[config.mk]
export PLATFORM = sky130hd
export DESIGN_NAME = rohmu_fifo
export DESIGN_NICKNAME = d
export VERILOG_FILES = /design/src/hdl/rohmu_pkg.sv /design/src/hdl/rohmu_fifo.sv
export SDC_FILE = /design/constraint.sdc
export NUM_CORES = 1
export LEC_CHECK = 0
export BUFFER_PORTS_ARGS = -buffer_cell sky130_fd_sc_hd__buf_2
export CAP_MARGIN = 20
export CORE_MARGIN = 3
export CORE_UTILIZATION = 49
export CTS_BUF_LIST = sky130_fd_sc_hd__clkbuf_4
export DETAILED_ROUTE_END_ITERATION = 10
export PLACE_DENSITY = 0.78
export RECOVER_POWER = 25
export REMOVE_ABC_BUFFERS = 1
export SYNTH_ARGS = -nofsm -noshare
export SYNTH_HDL_FRONTEND = slang
export SYNTH_SLANG_ARGS = --single-unit
[constraint.sdc]
create_clock -name clk -period 14.2 [get_ports clk]
set_input_delay 4.26 -clock clk [delete_from_list [all_inputs] [get_ports clk]]
set_output_delay 4.26 -clock clk [all_outputs]
set_load 0.02 [all_outputs]
[src/hdl/rohmu_pkg.sv]
// ----------------------------------------------------------------------------
// rohmu_pkg
// Shared types and constants of the ray occupancy hit/miss update block.
// ----------------------------------------------------------------------------
package rohmu_pkg;

  // Default grid extent per axis
  localparam int GRID_X_DEF = 32;
  localparam int GRID_Y_DEF = 32;
  localparam int GRID_Z_DEF = 32;

  // Field widths
  localparam int MM_W   = 21;  // millimetre coordinate
  localparam int SIZE_W = 16;  // voxel edge
  localparam int INT_W  = 16;  // intensity
  localparam int IDX_W  = 15;  // linear voxel index on the port
  localparam int CFG_W  = 21;  // config data width
  localparam int CFGA_W = 3;   // config index width
  localparam int CW     = 24;  // signed voxel coordinate
  localparam int DW     = 25;  // signed coordinate difference
  localparam int CNT_W  = 16;
  localparam int SUM_W  = 32;
  localparam int SQ_W   = 48;
  localparam int ISQ_W  = 32;

  // Commands
  localparam logic [1:0] CMD_CLEAR = 2'd0;
  localparam logic [1:0] CMD_REL   = 2'd1;
  localparam logic [1:0] CMD_RAY   = 2'd2;
  localparam logic [1:0] CMD_READ  = 2'd3;

  // Config register indexes
  localparam logic [CFGA_W-1:0] REG_ORIGIN_X = 3'd0;
  localparam logic [CFGA_W-1:0] REG_ORIGIN_Y = 3'd1;
  localparam logic [CFGA_W-1:0] REG_ORIGIN_Z = 3'd2;
  localparam logic [CFGA_W-1:0] REG_MIN_X    = 3'd3;
  localparam logic [CFGA_W-1:0] REG_MIN_Y    = 3'd4;
  localparam logic [CFGA_W-1:0] REG_MIN_Z    = 3'd5;
  localparam logic [CFGA_W-1:0] REG_VSIZE    = 3'd6;

  localparam logic [SIZE_W-1:0] VSIZE_RESET = 16'd100;

  // Classified work word passed from front to back
  typedef struct packed {
    logic [1:0]            cmd;
    logic [2:0][CW-1:0]    org;    // origin voxel, x at [0]
    logic [2:0][CW-1:0]    endc;   // end voxel, x at [0]
    logic [INT_W-1:0]      inten;
    logic [ISQ_W-1:0]      isq;    // intensity squared
    logic [IDX_W-1:0]      idx;
    logic                  flag;
  } item_t;

  // Statistics of one voxel
  typedef struct packed {
    logic [CNT_W-1:0] hit;
    logic [CNT_W-1:0] miss;
    logic [SUM_W-1:0] isum;
    logic [SQ_W-1:0]  isq;
  } stats_t;

endpackage

[src/hdl/rohmu_fifo.sv]
// ----------------------------------------------------------------------------
// rohmu_fifo
// Two-entry queue of classified words between front and back.
// ----------------------------------------------------------------------------
module rohmu_fifo (
  input  logic             clk,
  input  logic             rst,
  input  logic             push,
  input  rohmu_pkg::item_t push_item,
  input  logic             pop,
  output rohmu_pkg::item_t head,
  output logic             full,
  output logic             empty
);

  rohmu_pkg::item_t slot [2];
  logic             wr_ptr;
  logic             rd_ptr;
  logic [1:0]       count;

  assign full  = (count == 2'd2);
  assign empty = (count == 2'd0);
  assign head  = slot[rd_ptr];

  // Advance pointers and count
  always_ff @(posedge clk) begin
    if (rst) begin
      wr_ptr <= 1'b0;
      rd_ptr <= 1'b0;
      count  <= '0;
    end else begin
      if (push) wr_ptr <= ~wr_ptr;
      if (pop)  rd_ptr <= ~rd_ptr;
      count <= count + 2'(push) - 2'(pop);
    end
  end

  // Store word
  always_ff @(posedge clk) begin
    if (push) begin
      slot[wr_ptr] <= push_item;
    end
  end

endmodule

==> summary.md <==
| Metric | Value |
|---|---|
| Outcome | finished, final reports clean |
| Hold-fix buffers, CTS | 0 |
| Routed wire length | 32000 µm |
| FF-to-FF path depth | 3 |
| Fmax | 0.136 GHz |
| Endpoints failing hold | 0 |
| CTS sink cnt | 425 |
| TritonCTS Buffers | 104 |
| Hold depth | 2 |
| Gr ovfl total | 0 |
| Power Internal | 2.09 mW |
| Critical Setup Path Class | reg2out |
| Worst reg2reg path startpoint | wr_ptr |
| Sw frac | 24.2% |
| PwrDens | 144 nW/µm² |
| Share of layout cells above drive strength 1 | 60.4% |
| Most frequent cells in the layout | edfxtp_1 (420), buf_2 (381), mux2_2 (210) |
| Buffers on Ports | 425 |
| Die width | 184 µm |
| Clock power frac | 33.3% |
| Fin Setup TNS | 0 ns |
| Mapped Area | 15400 µm² |
| Std cell rows | 64 |
| Min-delay src | rd_ptr |
| Post-CTS Setup Bufs | 0 |
| Psw | 0.666 mW |
| DRC | 0 |
| Clock latency on the worst-skew pair | 0.75 ns |
| Syn Inst Count | 674 |
| DRT antenna net count | 0 |
| Sequential share of power | 54.1% |
| Max VDD drop | 0.0886 mV |
| Initial Util | 50.1% |
| CTS tree | built |
| Crit share post-route | 51.7% |
| #FFs+latches synth | 425 |
| Total number of vias | 8255 |
| Vias in the first global route | 8940 |
| Seq/Total Area, Yosys | 82.3% |
| Layout Skew | 0.0236 ns |
| H-tree depth | 3 |
| Gp weighted congestion | 0.787 |
| Crit end category | output port |
| Initial antenna violation count | 10 |
| Die H | 184 µm |
| Clk buf depth | 3 |
| WP buf/inv | 3 |
| Crit start category | register |
| Placed instance area | 17900 µm² |
| Area delta synth->final | 23.6% |
| Clock transition at the registers of the reported paths | 0.06 ns |
| CTS root buf | clkbuf_4 |
| Syn Area/Cell | 22.9 µm² |
| Die ar. | 33700 µm² |
| Largest net degree at the start of global routing | 82 |
| Critical path depth | 4 |
| Synth unique cells | 12 |
| Slew Viols, Final | 0 |
| Placed cells | 1479 |
| DR vias/cell | 5.00 |
| Synth warn | 0 |
| CP required | 9.94 ns |
| Fin nets | 1407 |
| Cell family with most CP delay | buffers and inverters |
| Final Cell Area | 19100 µm² |
| Max cap viols | 0 |
| Crit-path slowest cell | buf_4 |
| Min-Delay Path Class | reg2reg |
| Non-filler cells, final | 1652 |
| Worst Max-Slew Pin Slew | 1.07 ns |
| Worst rel slew slack | 28.6% |
| CP cell instances | buf_16 -> buf_4 -> mux2_2 -> buf_2 |
| GR Util All Layers | 18.4% |
| RSZ-0062 raised after global routing | false |
| Most common cell after layout, fill and taps aside | edfxtp_1 |
| Biggest cell delay along the critical path | 0.73 ns |
| P_leak | 7.17 nW |
| Placed wire-length estimate | 21500 µm |
| DRT iter0 DRCs | 390 |
| Final Setup Violations | 0 |
| Core Area | 30800 µm² |
| Drt pass-1 iters | 4 |
| Final min period | 7.34 ns |
| IO Pins | 426 |
| Post-CTS Resized | 0 |
| Drt wl/cell | 19.4 µm |
| Gate power share | 12.7% |
| Crit path max fanout | 63 |
| CP arrival | 3.08 ns |
| Global-route wire length before repair | 47100 µm |
## path summary, 6_finish.rpt
kind                  to  slack, ns
max reg2reg  slot[0][59]      11.47
min             register       0.52
max              head[7]       6.86
min reg2reg     register       0.52
## power by group through the flow
stage / Combinational [mW] / Clock, mW / Sequential [mW]
3_3_place_gp: 0.340 / 0 / 1.52
4_1_cts: 0.348 / 0.951 / 1.50
2_1_floorplan: 0.215 / 0 / 1.54
3_5_place_dp: 0.346 / 0 / 1.52
5_1_grt: 0.372 / 1.01 / 1.49
6_report: 0.349 / 0.916 / 1.49
## through the flow
stage / util (%) / worst slack (ns) / total power [mW] / hold slack, ns
5_1_grt: 61.9 / 6.65 / 2.88 / 0.580
3_5_place_dp: 58.0 / 7.32 / 1.87 / 0.506
2_1_floorplan: - / 0.0802 / 1.75 / 0.480
3_3_place_gp: 58.0 / 7.31 / 1.86 / 0.492
4_1_cts: 61.9 / 6.47 / 2.79 / 0.524
6_report: 61.9 / 6.86 / 2.75 / 0.520
## worst min-delay path, cell delays in order (launching register included)
cell     delay, ns
dfxtp_1       0.32
xnor2_1       0.09
nor2_1        0.08
## synth_stat cells (all sizes together)
cell | number | area share, %
mux2 | 210 | 15
buf | 23 | 1.6
xnor2 | 2 | 0.11
nor2b | 3 | 0.12
dfxtp | 5 | 0.65
edfxtp | 420 | 82
xnor3 | 1 | 0.15
inv | 2 | 0.049
nor2 | 5 | 0.12
and2 | 1 | 0.041
ha | 2 | 0.16
## layout make-up
class / count / area, µm²
Multi-Input combinational cell: 224 / 2480
Clock inverter: 19 / 100
Antenna cell: 6 / 15.0
Sequential cell: 425 / 12700
Fill cell: 2242 / 11700
Clock buffer: 146 / 1100
Inverter: 2 / 7.51
Timing Repair Buffer: 434 / 2170
Tap cell: 396 / 495
## flip-flops by register name (all words and copies together) (netlist names), named ones only
name and count:
slot 420, count 2, rd_ptr 1, wr_ptr 1
## kinds of logic after synthesis
group                      count (synthesis)  synth area share (%)
DFF                                      425                  82.3
muxes                                    210                  15.3
buffers and inverters                     25                  1.68
and+or+nand+nor                            9                 0.284
xor gates and xnor gates                   3                 0.259
adders and majority gates                  2                 0.162
## per-layer routing
layer | global-route usage [%] | vias to the layer above | routed length, µm
met3 | 8.13 | 78 | 3210
met1 | 18.5 | 3998 | 10900
met2 | 32.0 | 370 | 16800
li1 | - | 3801 | -
met4 | 9.99 | 8 | 1150
met5 | 0 | - | 48
Power figures use the tool's default switching activity.
