===== src/hdl/rohmu_pkg.sv =====
// ----------------------------------------------------------------------------
// rohmu_pkg
// Shared types and constants of the ray occupancy hit/miss update block.
// ----------------------------------------------------------------------------
package rohmu_pkg;

  // Default grid extent per axis
  localparam int GRID_X_DEF = 32;
  localparam int GRID_Y_DEF = 32;
  localparam int GRID_Z_DEF = 32;

  // Field widths
  localparam int MM_W   = 21;  // millimetre coordinate
  localparam int SIZE_W = 16;  // voxel edge
  localparam int INT_W  = 16;  // intensity
  localparam int IDX_W  = 15;  // linear voxel index on the port
  localparam int CFG_W  = 21;  // config data width
  localparam int CFGA_W = 3;   // config index width
  localparam int CW     = 24;  // signed voxel coordinate
  localparam int DW     = 25;  // signed coordinate difference
  localparam int CNT_W  = 16;
  localparam int SUM_W  = 32;
  localparam int SQ_W   = 48;
  localparam int ISQ_W  = 32;

  // Commands
  localparam logic [1:0] CMD_CLEAR = 2'd0;
  localparam logic [1:0] CMD_REL   = 2'd1;
  localparam logic [1:0] CMD_RAY   = 2'd2;
  localparam logic [1:0] CMD_READ  = 2'd3;

  // Config register indexes
  localparam logic [CFGA_W-1:0] REG_ORIGIN_X = 3'd0;
  localparam logic [CFGA_W-1:0] REG_ORIGIN_Y = 3'd1;
  localparam logic [CFGA_W-1:0] REG_ORIGIN_Z = 3'd2;
  localparam logic [CFGA_W-1:0] REG_MIN_X    = 3'd3;
  localparam logic [CFGA_W-1:0] REG_MIN_Y    = 3'd4;
  localparam logic [CFGA_W-1:0] REG_MIN_Z    = 3'd5;
  localparam logic [CFGA_W-1:0] REG_VSIZE    = 3'd6;

  localparam logic [SIZE_W-1:0] VSIZE_RESET = 16'd100;

  // Classified work word passed from front to back
  typedef struct packed {
    logic [1:0]            cmd;
    logic [2:0][CW-1:0]    org;    // origin voxel, x at [0]
    logic [2:0][CW-1:0]    endc;   // end voxel, x at [0]
    logic [INT_W-1:0]      inten;
    logic [ISQ_W-1:0]      isq;    // intensity squared
    logic [IDX_W-1:0]      idx;
    logic                  flag;
  } item_t;

  // Statistics of one voxel
  typedef struct packed {
    logic [CNT_W-1:0] hit;
    logic [CNT_W-1:0] miss;
    logic [SUM_W-1:0] isum;
    logic [SQ_W-1:0]  isq;
  } stats_t;

endpackage


===== src/hdl/rohmu_ray_if.sv =====
// ----------------------------------------------------------------------------
// rohmu_ray_if
// Command word channel into the occupancy block.
// ----------------------------------------------------------------------------
interface rohmu_ray_if;
  logic                             valid;
  logic                             ready;
  logic [1:0]                       command;
  logic signed [rohmu_pkg::MM_W-1:0] point_x;
  logic signed [rohmu_pkg::MM_W-1:0] point_y;
  logic signed [rohmu_pkg::MM_W-1:0] point_z;
  logic [rohmu_pkg::INT_W-1:0]      intensity;
  logic [rohmu_pkg::IDX_W-1:0]      voxel_index;
  logic                             relevant_flag;

  modport source (output valid, command, point_x, point_y, point_z, intensity,
                  voxel_index, relevant_flag, input ready);
  modport sink (input valid, command, point_x, point_y, point_z, intensity,
                voxel_index, relevant_flag, output ready);
endinterface


===== src/hdl/rohmu_front.sv =====
// ----------------------------------------------------------------------------
// rohmu_front
// Holds the config registers, accepts command words and turns ray endpoints
// into voxel coordinates with a shared bit-serial floor divider.
// ----------------------------------------------------------------------------
module rohmu_front (
  input  logic                          clk,
  input  logic                          rst,
  input  logic                          cfg_write,
  input  logic [rohmu_pkg::CFGA_W-1:0]  cfg_index,
  input  logic [rohmu_pkg::CFG_W-1:0]   cfg_data,
  input  logic                          hold,
  rohmu_ray_if.sink                     ray,
  output logic                          push,
  output rohmu_pkg::item_t              push_item,
  input  logic                          q_full
);

  localparam int MM_W   = rohmu_pkg::MM_W;
  localparam int SIZE_W = rohmu_pkg::SIZE_W;
  localparam int CW     = rohmu_pkg::CW;
  localparam int MAG_W  = MM_W;        // |p - min| fits in 21 bits
  localparam int REM_W  = SIZE_W;

  localparam logic [2:0] F_IDLE = 3'd0;
  localparam logic [2:0] F_LOAD = 3'd1;
  localparam logic [2:0] F_DIV  = 3'd2;
  localparam logic [2:0] F_FIN  = 3'd3;
  localparam logic [2:0] F_PUSH = 3'd4;

  logic [2:0]               state;
  logic [MM_W-1:0]          origin [3];
  logic [MM_W-1:0]          gmin [3];
  logic [SIZE_W-1:0]        vsize;
  logic [2:0]               k;
  logic [4:0]               cnt;
  logic [MAG_W-1:0]         mag;
  logic [REM_W-1:0]         rem;
  logic                     neg;
  logic [MM_W-1:0]          pt [3];
  rohmu_pkg::item_t         item;

  logic [SIZE_W-1:0]        divisor;
  logic [MM_W-1:0]          src;
  logic [MM_W-1:0]          mn;
  logic signed [MM_W:0]     diff;
  logic [REM_W:0]           trial;
  logic                     take;
  logic [CW-1:0]            qpos;
  logic [CW-1:0]            coord;

  // Zero size counts as one
  assign divisor = (vsize == '0) ? SIZE_W'(1) : vsize;

  // Pick the operand of the current division
  always_comb begin
    case (k)
      3'd0: begin src = origin[0]; mn = gmin[0]; end
      3'd1: begin src = origin[1]; mn = gmin[1]; end
      3'd2: begin src = origin[2]; mn = gmin[2]; end
      3'd3: begin src = pt[0]; mn = gmin[0]; end
      3'd4: begin src = pt[1]; mn = gmin[1]; end
      default: begin src = pt[2]; mn = gmin[2]; end
    endcase
    diff  = (MM_W+1)'($signed(src)) - (MM_W+1)'($signed(mn));
    trial = {rem, mag[MAG_W-1]};
    take  = (trial >= {1'b0, divisor});
    qpos  = CW'(mag);
    coord = neg ? (-qpos - CW'(rem != '0)) : qpos;
  end

  assign ray.ready = (state == F_IDLE) && !hold;
  assign push      = (state == F_PUSH) && !q_full;
  assign push_item = item;

  // Config registers
  always_ff @(posedge clk) begin
    if (rst) begin
      origin[0] <= '0; origin[1] <= '0; origin[2] <= '0;
      gmin[0] <= '0; gmin[1] <= '0; gmin[2] <= '0;
      vsize <= rohmu_pkg::VSIZE_RESET;
    end else if (cfg_write) begin
      case (cfg_index)
        rohmu_pkg::REG_ORIGIN_X: origin[0] <= cfg_data;
        rohmu_pkg::REG_ORIGIN_Y: origin[1] <= cfg_data;
        rohmu_pkg::REG_ORIGIN_Z: origin[2] <= cfg_data;
        rohmu_pkg::REG_MIN_X:    gmin[0] <= cfg_data;
        rohmu_pkg::REG_MIN_Y:    gmin[1] <= cfg_data;
        rohmu_pkg::REG_MIN_Z:    gmin[2] <= cfg_data;
        rohmu_pkg::REG_VSIZE:    vsize <= cfg_data[SIZE_W-1:0];
        default: ;
      endcase
    end
  end

  // Control sequence
  always_ff @(posedge clk) begin
    if (rst) begin
      state <= F_IDLE;
    end else begin
      case (state)
        F_IDLE: begin
          if (ray.valid && ray.ready) begin
            state <= (ray.command == rohmu_pkg::CMD_RAY) ? F_LOAD : F_PUSH;
          end
        end
        F_LOAD: state <= F_DIV;
        F_DIV: begin
          if (cnt == '0) begin
            state <= F_FIN;
          end
        end
        F_FIN: state <= (k == 3'd5) ? F_PUSH : F_LOAD;
        F_PUSH: begin
          if (!q_full) begin
            state <= F_IDLE;
          end
        end
        default: state <= F_IDLE;
      endcase
    end
  end

  // Datapath: capture word, run the divider, store coordinates
  always_ff @(posedge clk) begin
    case (state)
      F_IDLE: begin
        item.cmd   <= ray.command;
        item.inten <= ray.intensity;
        item.isq   <= ray.intensity * ray.intensity;
        item.idx   <= ray.voxel_index;
        item.flag  <= ray.relevant_flag;
        pt[0] <= ray.point_x;
        pt[1] <= ray.point_y;
        pt[2] <= ray.point_z;
        k <= '0;
      end
      F_LOAD: begin
        neg <= diff[MM_W];
        mag <= diff[MM_W] ? MAG_W'(-diff) : MAG_W'(diff);
        rem <= '0;
        cnt <= 5'(MAG_W - 1);
      end
      F_DIV: begin
        rem <= take ? REM_W'(trial - {1'b0, divisor}) : trial[REM_W-1:0];
        mag <= {mag[MAG_W-2:0], take};
        cnt <= cnt - 5'd1;
      end
      F_FIN: begin
        if (k < 3'd3) begin
          item.org[k[1:0]] <= coord;
        end else begin
          item.endc[2'(k - 3'd3)] <= coord;
        end
        k <= k + 3'd1;
      end
      default: ;
    endcase
  end

endmodule


===== src/flat_wrapper.sv =====
// flat-port wrapper written by rule: the top's interface ports become plain ports
module rohmu_front_flat 
  (clk, rst, cfg_write, cfg_index, cfg_data, hold, push, push_item, q_full, ray_valid, ray_command, ray_point_x, ray_point_y, ray_point_z, ray_intensity, ray_voxel_index, ray_relevant_flag, ray_ready);
  rohmu_ray_if ray_i ();
  input  logic clk;
  input  logic rst;
  input  logic cfg_write;
  input  logic [rohmu_pkg::CFGA_W-1:0] cfg_index;
  input  logic [rohmu_pkg::CFG_W-1:0] cfg_data;
  input  logic hold;
  output logic push;
  output rohmu_pkg::item_t push_item;
  input  logic q_full;
  input wire logic [$bits(ray_i.valid)-1:0] ray_valid;
  input wire logic [$bits(ray_i.command)-1:0] ray_command;
  input wire logic [$bits(ray_i.point_x)-1:0] ray_point_x;
  input wire logic [$bits(ray_i.point_y)-1:0] ray_point_y;
  input wire logic [$bits(ray_i.point_z)-1:0] ray_point_z;
  input wire logic [$bits(ray_i.intensity)-1:0] ray_intensity;
  input wire logic [$bits(ray_i.voxel_index)-1:0] ray_voxel_index;
  input wire logic [$bits(ray_i.relevant_flag)-1:0] ray_relevant_flag;
  output wire logic [$bits(ray_i.ready)-1:0] ray_ready;
  assign ray_i.valid = ray_valid;
  assign ray_i.command = ray_command;
  assign ray_i.point_x = ray_point_x;
  assign ray_i.point_y = ray_point_y;
  assign ray_i.point_z = ray_point_z;
  assign ray_i.intensity = ray_intensity;
  assign ray_i.voxel_index = ray_voxel_index;
  assign ray_i.relevant_flag = ray_relevant_flag;
  assign ray_ready = ray_i.ready;
  rohmu_front u_core (.clk(clk), .rst(rst), .cfg_write(cfg_write), .cfg_index(cfg_index), .cfg_data(cfg_data), .hold(hold), .ray(ray_i), .push(push), .push_item(push_item), .q_full(q_full));
endmodule

===== config.mk =====
export PLATFORM = sky130hd
export DESIGN_NAME = rohmu_front_flat
export DESIGN_NICKNAME = d
export VERILOG_FILES = /design/src/hdl/rohmu_pkg.sv /design/src/hdl/rohmu_ray_if.sv /design/src/hdl/rohmu_front.sv /design/src/flat_wrapper.sv
export SDC_FILE = /design/constraint.sdc
export NUM_CORES = 1
export LEC_CHECK = 0
export BUFFER_PORTS_ARGS = -buffer_cell sky130_fd_sc_hd__buf_4
export CORE_UTILIZATION = 52
export CTS_BUF_LIST = sky130_fd_sc_hd__clkbuf_8
export DETAILED_ROUTE_END_ITERATION = 6
export PLACE_DENSITY = 0.87
export SYNTH_ARGS = -nofsm -noshare
export SYNTH_HDL_FRONTEND = slang
export SYNTH_SLANG_ARGS = --single-unit

===== constraint.sdc =====
create_clock -name clk -period 7.9 [get_ports clk]
set_input_delay 1.185 -clock clk [delete_from_list [all_inputs] [get_ports clk]]
set_output_delay 1.185 -clock clk [all_outputs]
set_load 0.01 [all_outputs]

==> results.cfg, run 1 <==
[min_path]
hold_class = flip-flop to flip-flop
holdPathEnd = u_core.vsize[0]
min_from = u_core.vsize[0]
whs_path_depth = 2

[final_layout]
layout.nets = 3069
diodes = 0
drive_gt1_frac = 0.189
fillCellCount = 3818
final-instance-count-excl-fill = 3349
syn_to_final_growth_pct = 17.4

[global_routing]
gr-total-overflow = 0
grt_first_pass_wirelength_um = 100000
gr-usage-all-layers = 0.242
grt_max_degree = 79
grt_pass1_vias = 19200
antenna_found_initial = 1

[synthesis]
syn_area_mm2 = 0.0273
syn_inst = 2255
synth.distinct_cells = 90
ys_seq_area_frac = 0.502
yosysTopAreaCell = edfxtp_1
synth_flop_cell = edfxtp_1
synth-edff-count = 443
synth_most_common_cell = edfxtp_1
yosys-top-cells-count = 443 x edfxtp_1, 336 x inv_1, 166 x ha_1
synth-async-reset-ratio = 0
synth_warnings = 0
synth_top_area_share = 0.488
syn_area_per_cell_um2 = 12.1
synth_seq_cells = 462
yosys-top-cells-area = edfxtp_1 49%, fa_1 12%, ha_1 7.6%
synth_nets = 2713

[floorplanning]
dieWidth_um = 231
start_util = 0.528
die_h_um = 231
rows = 83
dieArea_mm2 = 0.0534
core_mm2 = 0.0516
io_pins = 339

[critical_path]
cpMostUsedCell = fa_1
slowest_delay_ns = 0.55
end_kind = flip-flop
worst_r2r_startpoint = u_core.k[0]
reg2reg_depth = 19
crit_path_max_fanout = 17
critPathTopFamily = adder cells
cp-start-kind = input port
crit_arrival_ns = 7.60
path_class = input port to flip-flop
reg2reg_to = u_core.mag[20]
crit_path_top_delay_cell = fa_1
crit_chain = buf_4 > and2_1 > fa_1 > inv_1 > fa_1 > inv_1 > fa_1 > fa_1 > fa_1 > inv_1 > fa_1 > inv_1 > ha_1 > and3_4 > a221oi_2 > inv_2 > a221o_1 > a221o_1 > a2111o_1 > a31oi_1 > o21ai_1 > xor2_1
required_ns = 8.30
r2r_setup_slack_ns = 1.21
path_buf_inv = 6

[sta]
rsz0062_at_grt = false
maxSlewHeadroom = 0.139
setup_viol = 0
hold_viol_final = 0
report.final.slew_viol_count = 0
fin_tns_setup_ns = 0
finalClockSkew_ns = 0.0438
finalCriticalPeriod_ns = 7.20
period_share = 0.912
fmax_mhz = 139
worst_slew_pin_slew_ns = 1.29

[clock_network]
cts_max_level = 3
cts_tree = built
clock_latency_ns = 0.68
cts-root-buf = clkbuf_8
postCtsHoldBufs = 0
clk_pin_slew_ns = 0.06
cts-resized-gates = 0
cts_buffers = 76
clock-sinks = 462
post_cts_buffers = 0
cts_buffer_depth = 3

[placement]
dp_hpwl_um = 47500
port_buffers = 337
dp.cells = 3213
gp_congestion = 0.936

[detailed_routing]
ant_nets = 0
via_per_inst = 5.57
post_drt_wl_per_cell_um = 19.2
drt_iter0_drc = 1373
drc = 13
dr.pass1.iters = 7
routed_wl_um = 64300
vias = 18600

[outcome]
violations = design-rule violations
outcome = finished, violations left

[pwr]
irDropWorstVdd_mv = 0.420
p_leak_nw = 13.8
power_density_mw_per_mm2 = 433

[flow_run]
maxCapViolCount = 0
-- cell usage in the layout, fill, tap and decap left out, types with 24 or more instances in the layout --
| master | count |
|---|---|
| a21o_1 | 28 |
| a21oi_1 | 93 |
| a22oi_1 | 44 |
| and2_1 | 105 |
| buf_4 | 360 |
| clkbuf_8 | 78 |
| edfxtp_1 | 443 |
| fa_1 | 165 |
| ha_1 | 166 |
| inv_1 | 365 |
| mux2i_1 | 24 |
| nand2_1 | 163 |
| nor2_1 | 94 |
| o211ai_1 | 29 |
| o21a_1 | 30 |
| o21ai_0 | 57 |
| xnor2_1 | 71 |
| xor2_1 | 27 |
-- per-layer routing --
layer | up-vias | share of wire | global-route usage
li1 | 8586 | - | -
met1 | 9135 | 0.37 | 0.279
met2 | 758 | 0.53 | 0.437
met3 | 160 | 0.069 | 0.0428
met4 | 2 | 0.038 | 0.108
met5 | - | 0.00020 | 0
-- flip-flops by register name, summed over array words and instances (netlist names) --
signal,cells
u_core.rem,16
u_core.neg,1
u_core.state,3
u_core.push_item,208
u_core.gmin,63
u_core.origin,63
u_core.pt,63
u_core.mag,21
u_core.vsize,16
u_core.k,3
u_core.cnt,5
-- worst min-delay path: cells and delay by family (launching register included) --
family           cells  cell delay [ns]
AND/OR/NAND/NOR      1             0.06
AO/OA/AOI/OAI        1             0.05
flip-flops           1             0.31
-- worst max path at each step --
stage | start | to | slack (ns) | cells past startpoint
6_report | ray_intensity[12] | u_core.push_item[46] | 0.70 | 22
5_1_grt | ray_intensity[4] | u_core.push_item[46] | 0.43 | 24
4_1_cts | ray_intensity[12] | u_core.push_item[46] | 0.75 | 22
3_5_place_dp | ray_intensity[12] | u_core.push_item[46] | 0.03 | 22
3_3_place_gp | ray_intensity[12] | u_core.push_item[46] | 0.17 | 22
2_1_floorplan | ray_intensity[11] | u_core.push_item[46] | 0.42 | 22
-- metrics by stage --
stage | util | worst slack [ns] | area [µm²] | power, mW | hold WS, ns
floorplan | - | 0.420 | 27300 | 9.63 | 0.436
global placement | 0.591 | 0.174 | 30500 | 11.4 | 0.453
detailed placement | 0.591 | 0.0264 | 30500 | 11.7 | 0.468
CTS | 0.620 | 0.753 | 32000 | 13.8 | 0.477
global route | 0.620 | 0.434 | 32000 | 14.9 | 0.500
finish | 0.620 | 0.697 | 32000 | 13.9 | 0.473
-- final cells by class --
class,instances,area (µm²),area share
clock inverter,58,440,0.0138
multi-input combinational,1372,12000,0.374
inverter,339,1280,0.0399
tap,680,851,0.0266
timing repair buffer,360,2700,0.0844
sequential,462,13700,0.427
clock buffer,78,1070,0.0335
-- where the power goes --
group          switching, mW  internal (mW)
logic                   4.82           3.34
registers              0.128           3.47
clock network          0.970           1.13
-- cells by family (layout without fill, tap and decap cells) --
logic type / after synthesis / count (layout) / synth area share
and+or+nand+nor: 503 / 503 / 0.0937
xor gates and xnor gates: 100 / 100 / 0.0331
DFF: 462 / 462 / 0.502
other: 1 / 1 / 0.000137
buffers and inverters: 421 / 835 / 0.0595
muxes: 29 / 29 / 0.0108
AOI/OAI and AO/OA: 408 / 408 / 0.104
adders and majority gates: 331 / 331 / 0.197
(Power assumes the default switching activity.)
==> run 2: changes to the inputs <==
Settings changed: ABC_AREA set to 1, PLACE_DENSITY 0.87 to 0.86.
==> run 2 against run 1 <==
- the flow now finishes without violations
- critical path depth is 5 higher
- via count up 11%
- largest power group unchanged
- sequential share of layout area is 0.56 points lower
==> results.cfg, run 2 <==
[detailed_routing]
routed_wl_um = 67800
dr.pass1.iters = 5
post_drt_wl_per_cell_um = 17.8
wirelength_met1_um = 26400
drc = 0
wl_met2_um = 32900
vias = 20700
routed.top_layer = met4
drt_iter0_drc = 1858
wl_met3_um = 5980
ant_nets = 0
via_per_inst = 5.44

[synthesis]
yosys-top-cells-area = edfxtp_1 48%, fa_1 12%, ha_1 7.5%
ys_seq_area_frac = 0.493
synth_seq_cells = 462
yosysTopAreaCell = edfxtp_1
synth_top_area_share = 0.479
yosys-top-cells-count = 506 x inv_1, 498 x nand2_1, 443 x edfxtp_1
synth-edff-count = 443
syn_area_per_cell_um2 = 10.3
synth_flop_cell = edfxtp_1
synth_warnings = 0
synth.distinct_cells = 56
synth-async-reset-ratio = 0
syn_inst = 2710
synth_nets = 3168
synth_most_common_cell = inv_1
syn_area_mm2 = 0.0278

[critical_path]
crit_arrival_ns = 6.68
cp-start-kind = input port
end_kind = flip-flop
crit_path_max_fanout = 17
path_class = input port to flip-flop
required_ns = 8.34
r2r_setup_slack_ns = 2.70

[clock_network]
clock_latency_ns = 0.67
cts_tree = built
cts-root-buf = clkbuf_8
clk_pin_slew_ns = 0.07
post_cts_buffers = 0
cts_buffers = 76
postCtsHoldBufs = 0
cts-resized-gates = 0
cts_buffer_depth = 3
clock-sinks = 462
cts_max_level = 3

[min_path]
hold_class = flip-flop to flip-flop

[global_routing]
grt_first_pass_wirelength_um = 105000
grt_max_degree = 70
grt_pass1_vias = 20400
gr-usage-all-layers = 0.251
gr-total-overflow = 0
antenna_found_initial = 1

[placement]
place_ws_ns = 0.974
gp_congestion = 0.967
port_buffers = 337
dp_hpwl_um = 49900
placed_area_mm2 = 0.0310
dp.cells = 3672

[final_layout]
regArea_mm2 = 0.0137
largest_reg_flops = 208
drive_gt1_frac = 0.169
fillCellCount = 4064
final-instance-count-excl-fill = 3808
final_common_cell = inv_1
syn_to_final_growth_pct = 16.7
layout.nets = 3520
final_cell_mix = 531 x inv_1, 498 x nand2_1, 443 x edfxtp_1
final_area_mm2 = 0.0324
final_core_util = 0.616
multiInputGateArea_mm2 = 0.0119

[pwr]
p_leak_nw = 15.0
irDropWorstVdd_mv = 0.893
power_density_mw_per_mm2 = 466

[floorplanning]
io_pins = 339
dieWidth_um = 233
start_util = 0.528
die_h_um = 233
dieArea_mm2 = 0.0544
rows = 84
core_mm2 = 0.0527

[sta]
setup_viol = 0
period_share = 0.790
finalCriticalPeriod_ns = 6.24
worst_slew_pin_slew_ns = 1.12
maxSlewHeadroom = 0.253
report.final.slew_viol_count = 0
fmax_mhz = 160
rsz0062_at_grt = false
fin_tns_setup_ns = 0
hold_viol_final = 0
finalWorstSetupSlack_ns = 1.66
finalClockSkew_ns = 0.0282

[outcome]
outcome = finished, final reports clean

[flow_run]
maxCapViolCount = 0
run 2: worst max-delay path, cell delays in order:
cell and delay [ns]:
buf_4 0.20, nand2_1 0.14, inv_1 0.08, fa_1 0.52
inv_1 0.06, fa_1 0.49, inv_1 0.05, fa_1 0.49
inv_1 0.05, fa_1 0.48, inv_1 0.06, fa_1 0.54
inv_1 0.06, fa_1 0.54, inv_1 0.04, ha_1 0.33
a21oi_1 0.21, inv_1 0.08, a21oi_1 0.18, o21ai_0 0.10
nand2_1 0.07, nand3_1 0.17, nand3_1 0.13, nand2_1 0.10
nand2_1 0.08, nand3_1 0.08, xor2_1 0.14
run 2: path summary, 6_finish.rpt:
check | start | endpoint | depth (start not counted)
hold / removal | u_core.vsize[0] | u_core.vsize[0] | 2
setup / recovery | ray_intensity[8] | u_core.push_item[46] | 27
hold reg to reg | u_core.vsize[0] | u_core.vsize[0] | 2
setup reg to reg | u_core.k[0] | u_core.mag[18] | 26
run 2: area by class of cell:
type,instances,area share
antenna,1,0.0000772
clock buffer,76,0.0322
clock inverter,59,0.0115
inverter,512,0.0593
multi-input combinational,1654,0.366
sequential,462,0.422
tap,688,0.0265
timing repair buffer,356,0.0824
run 2: cells by family (layout without fill, tap and decap cells):
logic type	Yosys count	in the layout	synth area share
simple gates	887	887	0.137
buf+inv	594	1003	0.0816
flops	462	462	0.493
compound gates	375	375	0.0766
fa+ha+maj	331	331	0.194
xor+xnor	59	59	0.0186
other cells	1	2	0.000135
mux	1	1	0.000405
run 2: through the flow:
step                      hold slack [ns]  total power, mW
after floorplan                     0.437             10.6
after global placement              0.454             12.7
final                               0.474             15.1
after detailed placement            0.463             12.9
after global routing                0.507             16.4
after CTS                           0.472             15.0
run 2: layer usage:
layer / vias up / track usage
met3: 180 / 0.0481
met1: 9850 / 0.311
met5: - / 0
met2: 1039 / 0.424
met4: 0 / 0.112
li1: 9658 / -
run 2: report_power, final:
part           internal (mW)  total, mW  switching, mW  leakage (nW)
Combinational           3.32       9.46           6.14          9.79
Clock                   1.01       1.99          0.980         0.824
Sequential              3.54       3.66          0.121          4.41
Total                   7.87       15.1           7.24          15.0
